## src/roks_pkg.sv

```systemverilog
`timescale 1ns / 1ps
// ----------------------------------------------------------------------------
// roks_pkg
// Shared types and constants for the recency ordered key store.
// ----------------------------------------------------------------------------
package roks_pkg;

   localparam int DEPTH      = 16;
   localparam int KEY_WIDTH  = 32;
   localparam int TYPE_WIDTH = 2;
   localparam int CAP_WIDTH  = 5;
   localparam int CNT_WIDTH  = 5;

   localparam logic [CAP_WIDTH-1:0] CAP_RESET = CAP_WIDTH'(16);

   typedef enum logic [TYPE_WIDTH-1:0] {
      REQ_INSERT = 2'd0,
      REQ_REMOVE = 2'd1,
      REQ_USE    = 2'd2,
      REQ_FIND   = 2'd3
   } req_kind_type;

   typedef enum logic [1:0] {
      CELL_HOLD,
      CELL_PREV,
      CELL_NEXT,
      CELL_LOAD
   } cell_op_type;

   typedef enum logic {
      ST_IDLE,
      ST_COMMIT
   } state_type;

   typedef struct packed {
      logic [TYPE_WIDTH-1:0] req_type;
      logic [31:0]           key;
   } req_word_type;

   typedef struct packed {
      logic                 result_flag;
      logic [CNT_WIDTH-1:0] entry_count;
   } rsp_word_type;

endpackage

```

## src/recency_ordered_key_store_unit.sv

```systemverilog
`timescale 1ns / 1ps
// ----------------------------------------------------------------------------
// recency_ordered_key_store_unit
// Bounded key store kept newest-first in a chain of slots.
// ----------------------------------------------------------------------------
// Each request word is handled in an accept cycle and a commit state. In the
// accept cycle every slot compares its key against the request and registers
// a match bit; in the commit state the front-most match is picked, every slot
// loads from itself, its front neighbor or its rear neighbor, and the response
// word is registered. The next request is taken in the cycle after that, even
// while the response still waits on rsp_ready; a stalled response holds the
// commit state until it leaves. Capacity may be written only while idle.
// ----------------------------------------------------------------------------
module recency_ordered_key_store_unit
   import roks_pkg::*;
(
   input  logic                 clock,
   input  logic                 reset,
   input  logic                 req_valid,
   output logic                 req_ready,
   input  req_word_type         req_data,
   output logic                 rsp_valid,
   input  logic                 rsp_ready,
   output rsp_word_type         rsp_data,
   input  logic                 csr_wr_en,
   input  logic [CAP_WIDTH-1:0] csr_wr_data
);

   logic [DEPTH-1:0]     match;
   logic [DEPTH-1:0]     live;
   logic                 capture;
   logic [KEY_WIDTH-1:0] load_key;
   logic [KEY_WIDTH-1:0] keys [DEPTH];
   cell_op_type          ops [DEPTH];

   roks_ctrl u_ctrl (
      .clock       (clock),
      .reset       (reset),
      .req_valid   (req_valid),
      .req_ready   (req_ready),
      .req_data    (req_data),
      .rsp_valid   (rsp_valid),
      .rsp_ready   (rsp_ready),
      .rsp_data    (rsp_data),
      .csr_wr_en   (csr_wr_en),
      .csr_wr_data (csr_wr_data),
      .match       (match),
      .capture     (capture),
      .live        (live),
      .load_key    (load_key),
      .ops         (ops)
   );

   genvar gi;
   generate
      for (gi = 0; gi < DEPTH; gi++) begin : g_cell
         logic [KEY_WIDTH-1:0] prev_key;
         logic [KEY_WIDTH-1:0] next_key;

         if (gi == 0) begin : g_front
            assign prev_key = load_key;
         end else begin : g_mid_prev
            assign prev_key = keys[gi-1];
         end

         if (gi == DEPTH - 1) begin : g_rear
            assign next_key = keys[gi];
         end else begin : g_mid_next
            assign next_key = keys[gi+1];
         end

         roks_cell u_cell (
            .clock     (clock),
            .capture   (capture),
            .live      (live[gi]),
            .cmp_key   (req_data.key[KEY_WIDTH-1:0]),
            .op        (ops[gi]),
            .prev_key  (prev_key),
            .next_key  (next_key),
            .load_key  (load_key),
            .key_out   (keys[gi]),
            .match_out (match[gi])
         );
      end
   endgenerate

endmodule

```

## src/roks_cell.sv

```systemverilog
`timescale 1ns / 1ps
// ----------------------------------------------------------------------------
// roks_cell
// One slot of the key chain: holds a key, compares it, shifts with neighbors.
// ----------------------------------------------------------------------------
module roks_cell
   import roks_pkg::*;
(
   input  logic                 clock,
   input  logic                 capture,
   input  logic                 live,
   input  logic [KEY_WIDTH-1:0] cmp_key,
   input  cell_op_type          op,
   input  logic [KEY_WIDTH-1:0] prev_key,
   input  logic [KEY_WIDTH-1:0] next_key,
   input  logic [KEY_WIDTH-1:0] load_key,
   output logic [KEY_WIDTH-1:0] key_out,
   output logic                 match_out
);

   logic [KEY_WIDTH-1:0] key_ff, key_in;
   logic                 match_ff, match_in;

   always_comb begin
      case (op)
         CELL_PREV: key_in = prev_key;
         CELL_NEXT: key_in = next_key;
         CELL_LOAD: key_in = load_key;
         default:   key_in = key_ff;
      endcase
      match_in = capture ? (live && (key_ff == cmp_key)) : match_ff;
   end

   always_ff @(posedge clock) begin
      key_ff   <= key_in;
      match_ff <= match_in;
   end

   assign key_out   = key_ff;
   assign match_out = match_ff;

endmodule

```

## src/roks_ctrl.sv

```systemverilog
`timescale 1ns / 1ps
// ----------------------------------------------------------------------------
// roks_ctrl
// Sequencer: capacity register, occupancy, per-cell shift control, response.
// ----------------------------------------------------------------------------
module roks_ctrl
   import roks_pkg::*;
(
   input  logic                 clock,
   input  logic                 reset,
   input  logic                 req_valid,
   output logic                 req_ready,
   input  req_word_type         req_data,
   output logic                 rsp_valid,
   input  logic                 rsp_ready,
   output rsp_word_type         rsp_data,
   input  logic                 csr_wr_en,
   input  logic [CAP_WIDTH-1:0] csr_wr_data,
   input  logic [DEPTH-1:0]     match,
   output logic                 capture,
   output logic [DEPTH-1:0]     live,
   output logic [KEY_WIDTH-1:0] load_key,
   output cell_op_type          ops [DEPTH]
);

   state_type            state_ff, state_in;
   logic [CAP_WIDTH-1:0] cap_ff, cap_in;
   logic [CNT_WIDTH-1:0] occ_ff, occ_in;
   req_kind_type         kind_ff, kind_in;
   logic [KEY_WIDTH-1:0] key_ff, key_in;
   logic                 rsp_valid_ff, rsp_valid_in;
   rsp_word_type         rsp_ff, rsp_in;

   logic                 go;
   logic [CAP_WIDTH-1:0] eff_cap;
   logic [DEPTH-1:0]     first;
   logic [DEPTH-1:0]     below;
   logic                 found;
   logic                 full;

   // next state
   always_comb begin
      state_in = state_ff;
      unique case (state_ff)
         ST_IDLE:   if (req_valid) state_in = ST_COMMIT;
         ST_COMMIT: if (go) state_in = ST_IDLE;
         default:   state_in = ST_IDLE;
      endcase
   end

   // outputs
   always_comb begin
      req_ready = 1'b0;
      go        = 1'b0;
      unique case (state_ff)
         ST_IDLE:   req_ready = 1'b1;
         ST_COMMIT: go = !rsp_valid_ff || rsp_ready;
         default:   req_ready = 1'b0;
      endcase
   end

   assign capture = req_valid && req_ready;

   genvar gi;
   generate
      for (gi = 0; gi < DEPTH; gi++) begin : g_live
         assign live[gi] = CNT_WIDTH'(gi) < occ_ff;
      end
   endgenerate

   assign first = match & (~match + DEPTH'(1));
   assign below = first - DEPTH'(1);
   assign found = |match;

   always_comb begin
      if (cap_ff == '0) begin
         eff_cap = CAP_WIDTH'(1);
      end else if (cap_ff > CAP_WIDTH'(DEPTH)) begin
         eff_cap = CAP_WIDTH'(DEPTH);
      end else begin
         eff_cap = cap_ff;
      end
      full = occ_ff >= CNT_WIDTH'(eff_cap);
   end

   always_comb begin
      for (int i = 0; i < DEPTH; i++) begin
         ops[i] = CELL_HOLD;
         if (go) begin
            case (kind_ff)
               REQ_INSERT: ops[i] = (i == 0) ? CELL_LOAD : CELL_PREV;
               REQ_REMOVE: begin
                  if (found && !below[i] && (i != DEPTH - 1)) ops[i] = CELL_NEXT;
               end
               REQ_USE: begin
                  if (found) begin
                     if (i == 0) ops[i] = CELL_LOAD;
                     else if (below[i] || first[i]) ops[i] = CELL_PREV;
                  end
               end
               default: ops[i] = CELL_HOLD;
            endcase
         end
      end
   end

   always_comb begin
      cap_in       = csr_wr_en ? csr_wr_data : cap_ff;
      kind_in      = capture ? req_kind_type'(req_data.req_type) : kind_ff;
      key_in       = capture ? req_data.key[KEY_WIDTH-1:0] : key_ff;
      occ_in       = occ_ff;
      rsp_in       = rsp_ff;
      rsp_valid_in = rsp_valid_ff && !rsp_ready;
      if (go) begin
         rsp_valid_in = 1'b1;
         case (kind_ff)
            REQ_INSERT: begin
               rsp_in.result_flag = full;
               if (!full) occ_in = occ_ff + CNT_WIDTH'(1);
            end
            REQ_REMOVE: begin
               rsp_in.result_flag = found;
               if (found) occ_in = occ_ff - CNT_WIDTH'(1);
            end
            default: rsp_in.result_flag = found;
         endcase
         rsp_in.entry_count = occ_in;
      end
   end

   always_ff @(posedge clock) begin
      if (reset) begin
         state_ff     <= ST_IDLE;
         cap_ff       <= CAP_RESET;
         occ_ff       <= '0;
         rsp_valid_ff <= 1'b0;
      end else begin
         state_ff     <= state_in;
         cap_ff       <= cap_in;
         occ_ff       <= occ_in;
         rsp_valid_ff <= rsp_valid_in;
      end
   end

   always_ff @(posedge clock) begin
      kind_ff <= kind_in;
      key_ff  <= key_in;
      rsp_ff  <= rsp_in;
   end

   assign load_key  = key_ff;
   assign rsp_valid = rsp_valid_ff;
   assign rsp_data  = rsp_ff;

endmodule

```

## config.mk

```make
export PLATFORM = sky130hd
export DESIGN_NAME = recency_ordered_key_store_unit
export DESIGN_NICKNAME = d
export VERILOG_FILES = /design/src/roks_pkg.sv /design/src/recency_ordered_key_store_unit.sv /design/src/roks_cell.sv /design/src/roks_ctrl.sv
export SDC_FILE = /design/constraint.sdc
export NUM_CORES = 1
export LEC_CHECK = 0
export BUFFER_PORTS_ARGS = -buffer_cell sky130_fd_sc_hd__buf_2
export CAP_MARGIN = 20
export CORE_ASPECT_RATIO = 1.1
export CORE_MARGIN = 4
export CORE_UTILIZATION = 40
export DETAILED_ROUTE_END_ITERATION = 7
export HOLD_SLACK_MARGIN = 0.06
export SYNTH_ARGS = -nofsm -noshare
export SYNTH_HDL_FRONTEND = slang
export SYNTH_SLANG_ARGS = --single-unit
```

## constraint.sdc

```tcl
create_clock -name clock -period 6.1 [get_ports clock]
set_input_delay 0.305 -clock clock [delete_from_list [all_inputs] [get_ports clock]]
set_output_delay 0.305 -clock clock [all_outputs]
set_load 0.05 [all_outputs]
```

---- Word-level counts from Yosys, hierarchy flattened ----
Cells that the tools add are included.
storage, ports and cells
  flip-flop bits (word level) ............. 580
  input bits .............................. 44
  output and inout port bits .............. 8
  word-level logic and storage cells ...... 322
operators by class
  add/sub/neg operators ................... 4
  $lt $le $gt $ge ......................... 18
  eq/ne operators ......................... 65
  muxes and demuxes ....................... 106
  bitwise gates (word level) .............. 3
  reductions and logical operators ........ 86
operators by type and width
  cell                                                       number
  case mux 32 bit (3 select lines)                           14
  equality test 32 bit                                       16
  case mux 32 bit (2 select lines)                           2
  2-to-1 mux 2 bit                                           47
  case mux 2 bit (3 select lines)                            15
  equality test 2 bit, second input constant                 32
  nonzero test 3 bit                                         14
  less-than comparator 4 x 5 -> 1 bit, first input constant  8
  equality test 2 x 1 -> 1 bit, second input constant        17
  logical AND 1 bit                                          33
  2-to-1 mux 1 bit                                           21
  less-than comparator 3 x 5 -> 1 bit, first input constant  4
  2-to-1 mux 5 bit                                           4
  logical NOT 1 bit                                          17
  adder 16 x 1 -> 16 bit, second input constant              1
  AND 16 bit                                                 1
  logical OR 1 bit                                           16
  NOT 16 bit                                                 1
  OR reduction 16 bit                                        1
  subtractor 16 x 1 -> 16 bit, second input constant         1
  less-than comparator 1 x 5 -> 1 bit, first input constant  2
  less-than comparator 2 x 5 -> 1 bit, first input constant  2
  case mux 5 bit (2 select lines)                            1
  adder 5 x 1 -> 5 bit, second input constant                1
  10 further kinds                                           11

---- Logic depth before layout (Yosys ltp) ----
Gate-level depths: netlist of the first run.
  word-level depth ........................ 12
  depth in mapped cells ................... 10
  mapped depth without buffers ............ 9

---- By module ----
Synthesis of the first run repeated with hierarchy kept, for this count alone.
second synthesis, totals
  cells, all modules ...................... 3252
  area, all modules ....................... 35003.6 sq um
by module, submodules not included
  module     times used  cells an instance  area an instance (sq um)  seq. area each (sq um)
  roks_cell  16          185                2008.2                    991.0
  roks_ctrl  1           292                2872.8                    1441.4

---- Least setup slack after synthesis of the first run ----
OpenSTA, ideal clock, no wires.
  path type ............................... register to register
  start point ............................. register u_ctrl.rsp_valid_ff, in the netlist u_ctrl.rsp_valid
  end point ............................... register g_cell[11].u_cell.key_ff[0] (enable)
  library setup time ...................... 466 ps
  arrival time ............................ 3591 ps
  required time ........................... 5634 ps
  slack ................................... 2043 ps
  cell stages (with the launch flop) ...... 7
  buffers on the path ..................... 2
  clock period less this slack ............ 4057 ps
  cells stage by stage .................... dfxtp_1 nand2b_1 nand2_1 a211o_1 buf_6 buf_6 o21ai_0
on the way
  word-level cells in the longest chain between the ends .. 6
  elaborated cells between the ends (all ways) .. 8
  those cells by class .................... eq/ne (3); mux (2); reduce/logical (3)
RTL lines
  item                                                                        RTL line          RTL
  start, declared                                                             roks_ctrl.sv:31   logic rsp_valid_ff, rsp_valid_in;
  start signal, assigned                                                      roks_ctrl.sv:141  rsp_valid_ff <= rsp_valid_in;
  logical NOT 1 bit (*)                                                       roks_ctrl.sv:57   ST_COMMIT: go = !rsp_valid_ff || rsp_ready;
  logical OR 1 bit (*)                                                        roks_ctrl.sv:57
  2-to-1 mux 1 bit (*)                                                        roks_ctrl.sv:55   unique case (state_ff)
  2-to-1 mux 2 bit (*)                                                        roks_ctrl.sv:89   if (go) begin
  equality test 2 x 1 -> 1 bit / equality test 2 bit (equally long branches)  roks_cell.sv:25   case (op)
  nonzero test 3 bit (no line) (*)                                            --
  end signal, assigned                                                        roks_cell.sv:35   key_ff <= key_in;
  end, declared                                                               roks_cell.sv:21   logic [KEY_WIDTH-1:0] key_ff, key_in;
Every way passes the cells marked *; elsewhere a longest branch is shown, timed or not.
A chain may end at the register's enable or synchronous reset.

---- Worst setup path in the final report of the first run ----
  start point ............................. register g_cell[0].u_cell.match_ff
  end point ............................... register g_cell[7].u_cell.key_ff[18] (enable)
on the way
  word-level cells in the longest chain between the ends .. 11
  elaborated cells between the ends (all ways) .. 17
  those cells by class .................... add/sub (2); eq/ne (3); mux (5); bitwise (2); reduce/logical (5)
RTL lines
  item                                                                        RTL line                          RTL
  start, declared                                                             roks_cell.sv:22                   logic match_ff, match_in;
  start signal, assigned                                                      roks_cell.sv:36                   match_ff <= match_in;
  NOT 16 bit                                                                  roks_ctrl.sv:71                   assign first = match & (~match + DEPTH'(1));
  adder 16 x 1 -> 16 bit                                                      roks_ctrl.sv:71
  AND 16 bit                                                                  roks_ctrl.sv:71
  subtractor 16 x 1 -> 16 bit                                                 roks_ctrl.sv:72                   assign below = first - DEPTH'(1);
  logical OR 1 bit / logical NOT 1 bit (equally long branches)                roks_ctrl.sv:98, roks_ctrl.sv:93
  2-to-1 mux 1 bit / logical AND 1 bit (equally long branches)                roks_ctrl.sv:98, roks_ctrl.sv:93
  2-to-1 mux 2 bit, on equally long branches                                  roks_ctrl.sv:96, roks_ctrl.sv:93
  case mux 2 bit (3 select lines) (*)                                         roks_ctrl.sv:90                   case (kind_ff)
  2-to-1 mux 2 bit (*)                                                        roks_ctrl.sv:89
  equality test 2 x 1 -> 1 bit / equality test 2 bit (equally long branches)  roks_cell.sv:25
  nonzero test 3 bit (no line) (*)                                            --
  end signal, assigned                                                        roks_cell.sv:35
  end, declared                                                               roks_cell.sv:21
Marked as above.

==> results of run 1 <==
-- metal layers --
| layer | routed length [um] | GRT usage (%) |
|---|---|---|
| met5 | 13 | 0 |
| met1 | 37600 | 28.4 |
| met3 | 4340 | 2.96 |
| met2 | 44500 | 38.4 |
| met4 | 4360 | 9.39 |
-- kinds of logic (layout without fill, tap and decap cells) --
logic type      Yosys count  in the layout
flops                   580            580
xor+xnor                516            516
mux                     487            487
simple gates            293            293
buf+inv                 136            241
compound gates           58             58
fa+ha+maj                14             14
-- where the power goes --
| group | total [mW] | switching [mW] | internal [mW] |
|---|---|---|---|
| logic | 0.939 | 0.572 | 0.367 |
| registers | 4.75 | 0.166 | 4.59 |
| clock network | 3.78 | 1.63 | 2.15 |
-- stage by stage --
step,instance area (um^2),worst slack (ns)
4_1_cts,33700,2.33
3_5_place_dp,31600,2.34
3_3_place_gp,31500,2.10
5_1_grt,33700,2.07
2_1_floorplan,30300,2.04
6_report,33700,2.35
-- worst paths after layout --
path | slack (ns) | cells past startpoint | from | endpoint
worst max-delay path | 2.35 | 9 | g_cell[0].u_cell.match_out | g_cell[7].u_cell.key_out[18]
worst min-delay path | 0.09 | 3 | rsp_ready | u_ctrl.rsp_valid
worst max register to register | 2.35 | 9 | g_cell[0].u_cell.match_out | g_cell[7].u_cell.key_out[18]
worst min register to register | 0.50 | 0 | g_cell[14].u_cell.key_out[19] | g_cell[15].u_cell.key_out[19]
-- cells in the mapped netlist (all sizes together) (3+ instances only) --
| cell | number |
|---|---|
| a2111oi | 3 |
| a211oi | 4 |
| a21o | 9 |
| a21oi | 11 |
| a31oi | 4 |
| and2 | 4 |
| and3 | 3 |
| buf | 61 |
| clkbuf | 61 |
| dfxtp | 12 |
| edfxtp | 568 |
| ha | 14 |
| inv | 14 |
| mux2 | 483 |
| mux2i | 4 |
| nand2 | 30 |
| nand3 | 23 |
| nand4 | 49 |
| nor2 | 49 |
| nor2b | 5 |
| nor3 | 20 |
| nor4 | 100 |
| o211ai | 3 |
| o21ai | 9 |
| o22ai | 3 |
| or3 | 3 |
| xnor2 | 150 |
| xor2 | 366 |
-- timing repair --
item	4_1_cts	5_1_grt
buffers inserted	0	0
hold buffers	15	0
endpoints found under the hold margin	11	0
-- worst reg2reg max path: cells and delay by family (launching register included) --
kind	cells	cell delay (ns)
and+or+nand+nor	4	0.97
DFF	1	0.49
adders and majority gates	1	0.33
buffers and inverters	3	0.81
AOI/OAI and AO/OA	1	0.85
-- layout make-up --
cell class	count	area, um^2
Clock inverter	29	185
Tap cell	963	1200
Timing Repair Buffer	108	783
Sequential cell	580	17300
Inverter	14	52.6
Fill cell	6687	41200
Multi-Input combinational cell	1368	12400
Clock buffer	90	1830
-- state kept, by name, summed over array words and instances (netlist names) --
name,count
u_ctrl.cap_ff,5
u_ctrl.kind_ff,2
u_ctrl.rsp_valid,1
u_ctrl.state_ff,1
u_ctrl.load_key,32
g_cell.u_cell.match_out,16
g_cell.u_cell.key_out,512
u_ctrl.occ_ff,5
u_ctrl.rsp_data,6
==> results list, run 1 <==
- The initial antenna violation count came to 3.
* Final routed DRC violation total: 0
- Count of buffers inserted at the top-level ports: between 50 and 60
- Most numerous cell on the critical path: buf_4
* Crit Path Class: reg -> reg
- Violation count after the first detailed-route iteration: 1713
* Slew at the pin closest to its max-slew limit: about 1.1 ns
- STA classifies the critical path startpoint as a register.
- The synthesized netlist devotes 0.578% of its cell area to adder and majority cells.
* Aggregate routed wire length: just over 90000 um
- Multiplexer fraction of the synthesized cell area: 18.3%
* Clock tree from TritonCTS: built
* Sink count of the clock tree: 580
- Sorting the synthesized cells by area gives the leading types as edfxtp_1 56%, mux2_2 17%, xor2_1 11%, xnor2_1 4.3%, nor4_1 2.0%.
- At the worst endpoint, the arrival time is 4.06 ns.
- Cells fill a little under half of the core in the end.
- Final standard cell count with taps included and fillers excluded: between 3000 and 4000
- Final total negative setup slack: 0 ns
* Number of synthesis warnings: 0
- Synth cell types: 53
- Flip-flop and latch count after synthesis: 580
- Critical-path cell list: nor4_4 > nand2_1 > nor2_1 > inv_1 > ha_1 > nor2_4 > buf_4 > a21o_1 > buf_4
* Die Wd: roughly 270 um
- Total instance count after detailed placement: around 3000
- Summing over every cut layer, the via total after detailed routing is 17957.
* Final number of max-transition violations: 0
* Max_cap viols: 0
* Post-DP HPWL: about 68000 um
- On the worst path, the slowest cell contributes a delay of 0.85 ns.
- Post-synthesis async set-or-reset flop share: 0%
* Setup violations, final: 0
- Area growth, synth to finish: 11.3%
* RSZ-0062 raised after global routing: false
- Share of the synthesized area in compound gates (AO/OA/AOI/OAI): under 10%
* Result of the run: completed
* Clock Skews: 0.0183 ns
* Most used flip-flop cell after synthesis: edfxtp_1
- In this run the worst hold path is classified as in -> reg.
- Die Footprint: ~80000 um^2
- The final count of hold timing violations came to 0.
- Depth of the CTS H-tree: 3
- Grouping stages by cell kind, the critical path spends the most delay in simple AND/OR/NAND/NOR gates.
* Clock tree root driver cell: clkbuf_16
- First drt pass iteration count: 5
- Maximum number of pins on one net before global-route repair: slightly above 50
- Initial Utilization: 40.5%
- edfxtp_1 takes more of the synthesized area than any other cell.
- Number of enable flip-flop cells after synthesis: ~570
- Placeable core region: about 75000 um^2
* Post-synthesis net count: 2142
- The repair_antennas step left the layout with diodes totalling 0.
- Number of standard cells after synthesis: ~2100
- Insertion delay of the later-clocked pin in the worst-skew pair: between 0.6 and 0.7 ns
- In this run the count of I/O pins placed on the die edge is 52.
- Highest-count cells in the layout ignoring fill and taps: 568 x edfxtp_1, 466 x mux2_2, 366 x xor2_1
- Main combinational cell family by area after synthesis: multiplexers
- Worst path buffer plus inverter count: 3
- Number of vias per cell after detailed routing: between 5 and 6
- In this run the vertical extent of the chip is 297 um.
- Avg Inst Size Synth: 14.5 um^2
* Clock-pin slew on the worst setup and hold paths: roughly 0.060 ns
- Total Power: ~9.5 mW
- Required time worst endpoint: roughly 6.4 ns
- Total power divided by cell area: around 280 nW/um^2
* Fraction of final layout cells sized beyond drive strength 1: about a third
* Simple-gate area share of the yosys netlist: between 5 and 6%
- After synthesis, flip-flops and latches occupy a little under three fifths of the total area.
* Wire length of the first global-routing pass: around 130000 um
* Number of buffers on the longest clock path: 3
- Global route overflow: 0
- Crit end category: register
- VDD sags by at most 165 uV.
- Leakage power of the design: 11.2 nW
* Final ANT Viol Nets: 0
* Most common library cell in the layout ignoring fill and taps: edfxtp_1
* Min Hold Slack: roughly 0.09 ns
- Post-cts repair resize count: 0
- Final cycle utilization of the critical path: between 60% and 70%
- Final Wtd Congestion: between 0.8 and 0.9
- Area share of the largest cell type after synthesis: 56.3%
- The synthesized netlist occupies a cell area of just over 30000 um^2.
- On the critical path, the stage with the largest delay is an instance of a21o_1.
- Standard-cell rows: around 110
- Number of nets in the finished design: 2198
- Normalized max-slew margin: 27.6%
- Final critical path time including I/O delays and setup: between 3 and 4 ns
- The synthesized netlist devotes around 15% of its cell area to XOR and XNOR gates.
- After detailed routing, the average wire length per cell comes to around 29 um.
- Vias in the first global route: 18232
- Of all nets on the critical path, the largest fanout is 33.
- Inserted Clock Buffers: just under 70
* Global routing usage summed across all routing layers: between 20% and 30%
* Achievable clock frequency: 0.267 GHz
(Power assumes the default switching activity.)
==> inputs of run 2 (changes only) <==
clock period = 3.6 ns   (was 6.1 ns; I/O delays follow)
==> results list, run 2 (synthesis results as in run 1) <==
- The slew at the pin with the worst max-slew slack is 1.11 ns (+0.0467 ns).
* Global route overflow: 0 (unchanged)
- Sequential group share of total power: 49.7% (-0.5 points)
- The least setup slack across all paths after layout is 0.479 ns (-1.88 ns).
- The run finished with clean final reports.
- The number of fill cells in the layout came to 6686 (-0.015%).
* Share of total power in the clock network: 40.0% (about the same)
* Hold Fails Final Rpt: 0 (unchanged)
* Violation count after the first detailed-route iteration: 1488 (-13%)
- Final critical path time including I/O delays and setup: 3.12 ns (-0.625 ns)
- The number of H-tree branching levels was 3 (unchanged).
- The global-route wire length before repair was 132000 um (+0.65%).
- Global routing usage summed across all routing layers: 22.5% (+0.27 points)
* Final number of max-transition violations: 0 (unchanged)
* Fraction of power spent switching nets: 24.7% (-0.30 points)
* Worst setup timing slack at the placement stage: 0.474 ns (-1.87 ns)
- Number of top-level pins: 52 (unchanged)
* Path type of the worst min-delay path: in -> reg
* Total power divided by cell area: 472 nW/um^2 (+68%)
- In this run the clock root is driven by a clkbuf_16.
- The effective utilization at floorplan was 40.5% (unchanged).
- The data arrival time of the worst path came to 3.42 ns (-0.64 ns).
- The placed standard-cell area is 31900 um^2 (+1.1%).
- Sink count of the clock tree: 580 (unchanged)
- The fraction of final layout cells sized beyond drive strength 1 was 32.3% (+0.82 points).
- The via count of the first global-routing pass came to 18520 (+1.6%).
- Inserted Clock Buffers: 68 (unchanged)
* Final routed DRC violation total: 0 (unchanged)
* Number of buffers on the longest clock path: 3 (unchanged)
* Final cycle utilization of the critical path: 86.7% (+25 points)
* RSZ-0062 raised after global routing: false
* Standard-cell rows: 105 (unchanged)
- Total Power: 16.2 mW (+71%)
- Clock Skews: 0.0167 ns (-0.00161 ns)
- Insertion delay of the later-clocked pin in the worst-skew pair: 0.61 ns (about the same)
* Via Count: 18044 (+0.48%)
- The final non-filler cell area came to 34300 um^2 (+1.6%).
* Setup violations, final: 0 (unchanged)
- Required time worst endpoint: 3.90 ns (-2.52 ns)
* Average wire per cell in the routed design: 28.5 um (-1.0%)
- Startpoint class of the critical path: register
- Highest-count cells in the layout ignoring fill and taps: 568 x edfxtp_1, 466 x mux2_2, 366 x xor2_1
* Final total negative setup slack: 0 ns (unchanged)
- Number of vias per cell after detailed routing: 5.62 (-1.4%)
* Max_cap viols: 0 (unchanged)
* Count of buffers inserted at the top-level ports: 51 (unchanged)
- The total core area was 74900 um^2 (unchanged).
* Min Hold Slack: 0.121 ns (+0.0307 ns)
- The worst IR drop on VDD came to 268 uV (+62%).
* Diode insertion count for antenna repair: 0 (unchanged)
- The power dissipated by switching net loads was 4.00 mW (+69%).
* Number of nets in the finished design: 2261 (+2.9%)
* Total instance count after detailed placement: 3060 (+1.4%)
- Achievable clock frequency: 0.320 GHz (+20%)
* Aggregate routed wire length: 91600 um (+0.82%)
* Int Power: 12.2 mW (+71%)
- The first-pass iteration count of the detailed router came to 6 (+1).
* Most common library cell in the layout ignoring fill and taps: edfxtp_1
* Clock tree from TritonCTS: built
* Die Wd: 270 um (unchanged)
- Part of the power in combinational logic: 10.4% (+0.5 points)
* Die Span Y: 297 um (unchanged)
* Utilization after layout: 45.8% (+0.73 points)
- The global placement routability congestion came to 1.06 (+21%).
- The worst setup path is of the reg -> reg kind.
* Final ANT Viol Nets: 0 (unchanged)
- Post-DP HPWL: 70700 um (+4.2%)
* Clock-pin slew on the worst setup and hold paths: 0.06 ns (about the same)
- Final standard cell count with taps included and fillers excluded: 3211 (+1.9%)
* Post-cts repair resize count: 0 (unchanged)
- Leakage power of the design: 11.5 nW (+2.7%)
* Maximum number of pins on one net before global-route repair: 37 (-27%)
* Worst setup slack for register-to-register paths: 0.48 ns (-1.88 ns)
- Die Footprint: 80200 um^2 (unchanged)
- The initial antenna violation count is 2 (-1).
- The maximum fanout along the worst path came to 33 (unchanged).
- Crit end category: register
- From synthesis to final layout, the design area changed by 13.1%.
* Normalized max-slew margin: 25.8% (-1.7 points)
- The flip-flop count of the largest register, all copies and words added is 512 (unchanged).
## run 2: cell count changes in the layout (fill, tap and decap cells not counted), sizes merged
cell         previous run  this run
dlygate4sd3            15        36
inv                    19        14
buf                    93       135
clkbuf                 90        91
## run 2: critical path: stages, from the launching register on
cell,delay (ns)
edfxtp_1,0.47
nor4_4,0.48
and3_1,0.35
nand3b_2,0.18
nor2_1,0.19
nand2_1,0.08
ha_1,0.31
nor2_4,0.13
buf_12,0.22
a21o_1,0.16
buf_12,0.22
## run 2: worst paths after layout
kind | start | endpoint | cells past startpoint
max | g_cell[0].u_cell.match_out | g_cell[14].u_cell.key_out[17] | 10
min | req_data[0] | u_ctrl.load_key[0] | 1
max reg2reg | g_cell[0].u_cell.match_out | g_cell[14].u_cell.key_out[17] | 10
min reg2reg | g_cell[14].u_cell.key_out[24] | g_cell[15].u_cell.key_out[24] | 0
## run 2: final cells by class
| type | instances | area, um^2 | area share, % |
|---|---|---|---|
| clock inverters | 24 | 126 | 0.369 |
| repair buffers | 171 | 1320 | 3.85 |
| clock buffers | 91 | 1890 | 5.53 |
| well taps | 963 | 1200 | 3.51 |
| flip-flops and latches | 580 | 17300 | 50.5 |
| multi-input cells | 1368 | 12400 | 36.1 |
| inverters | 14 | 52.6 | 0.153 |
## run 2: what timing repair did
item	in CTS	in global routing
setup buffers	0	0
hold buffers	36	0
endpoints found under the hold margin	43	0
endpoints found under the setup margin	0	0
## run 2: metal layers
layer	track usage [%]	wire (um)	up-vias
li1	-	-	8012
met5	0	0	-
met2	38.6	44500	555
met3	2.86	4020	166
met4	10.1	4530	0
met1	28.8	38500	9311
## run 2: power by group through the flow
stage / Clock, mW / Combinational [mW] / Sequential, mW
finish: 6.46 / 1.68 / 8.04
CTS: 6.57 / 1.68 / 8.03
detailed placement: 0 / 1.64 / 8.17
floorplan: 0 / 1.06 / 8.08
global placement: 0 / 1.62 / 8.16
global route: 6.87 / 1.77 / 8.06
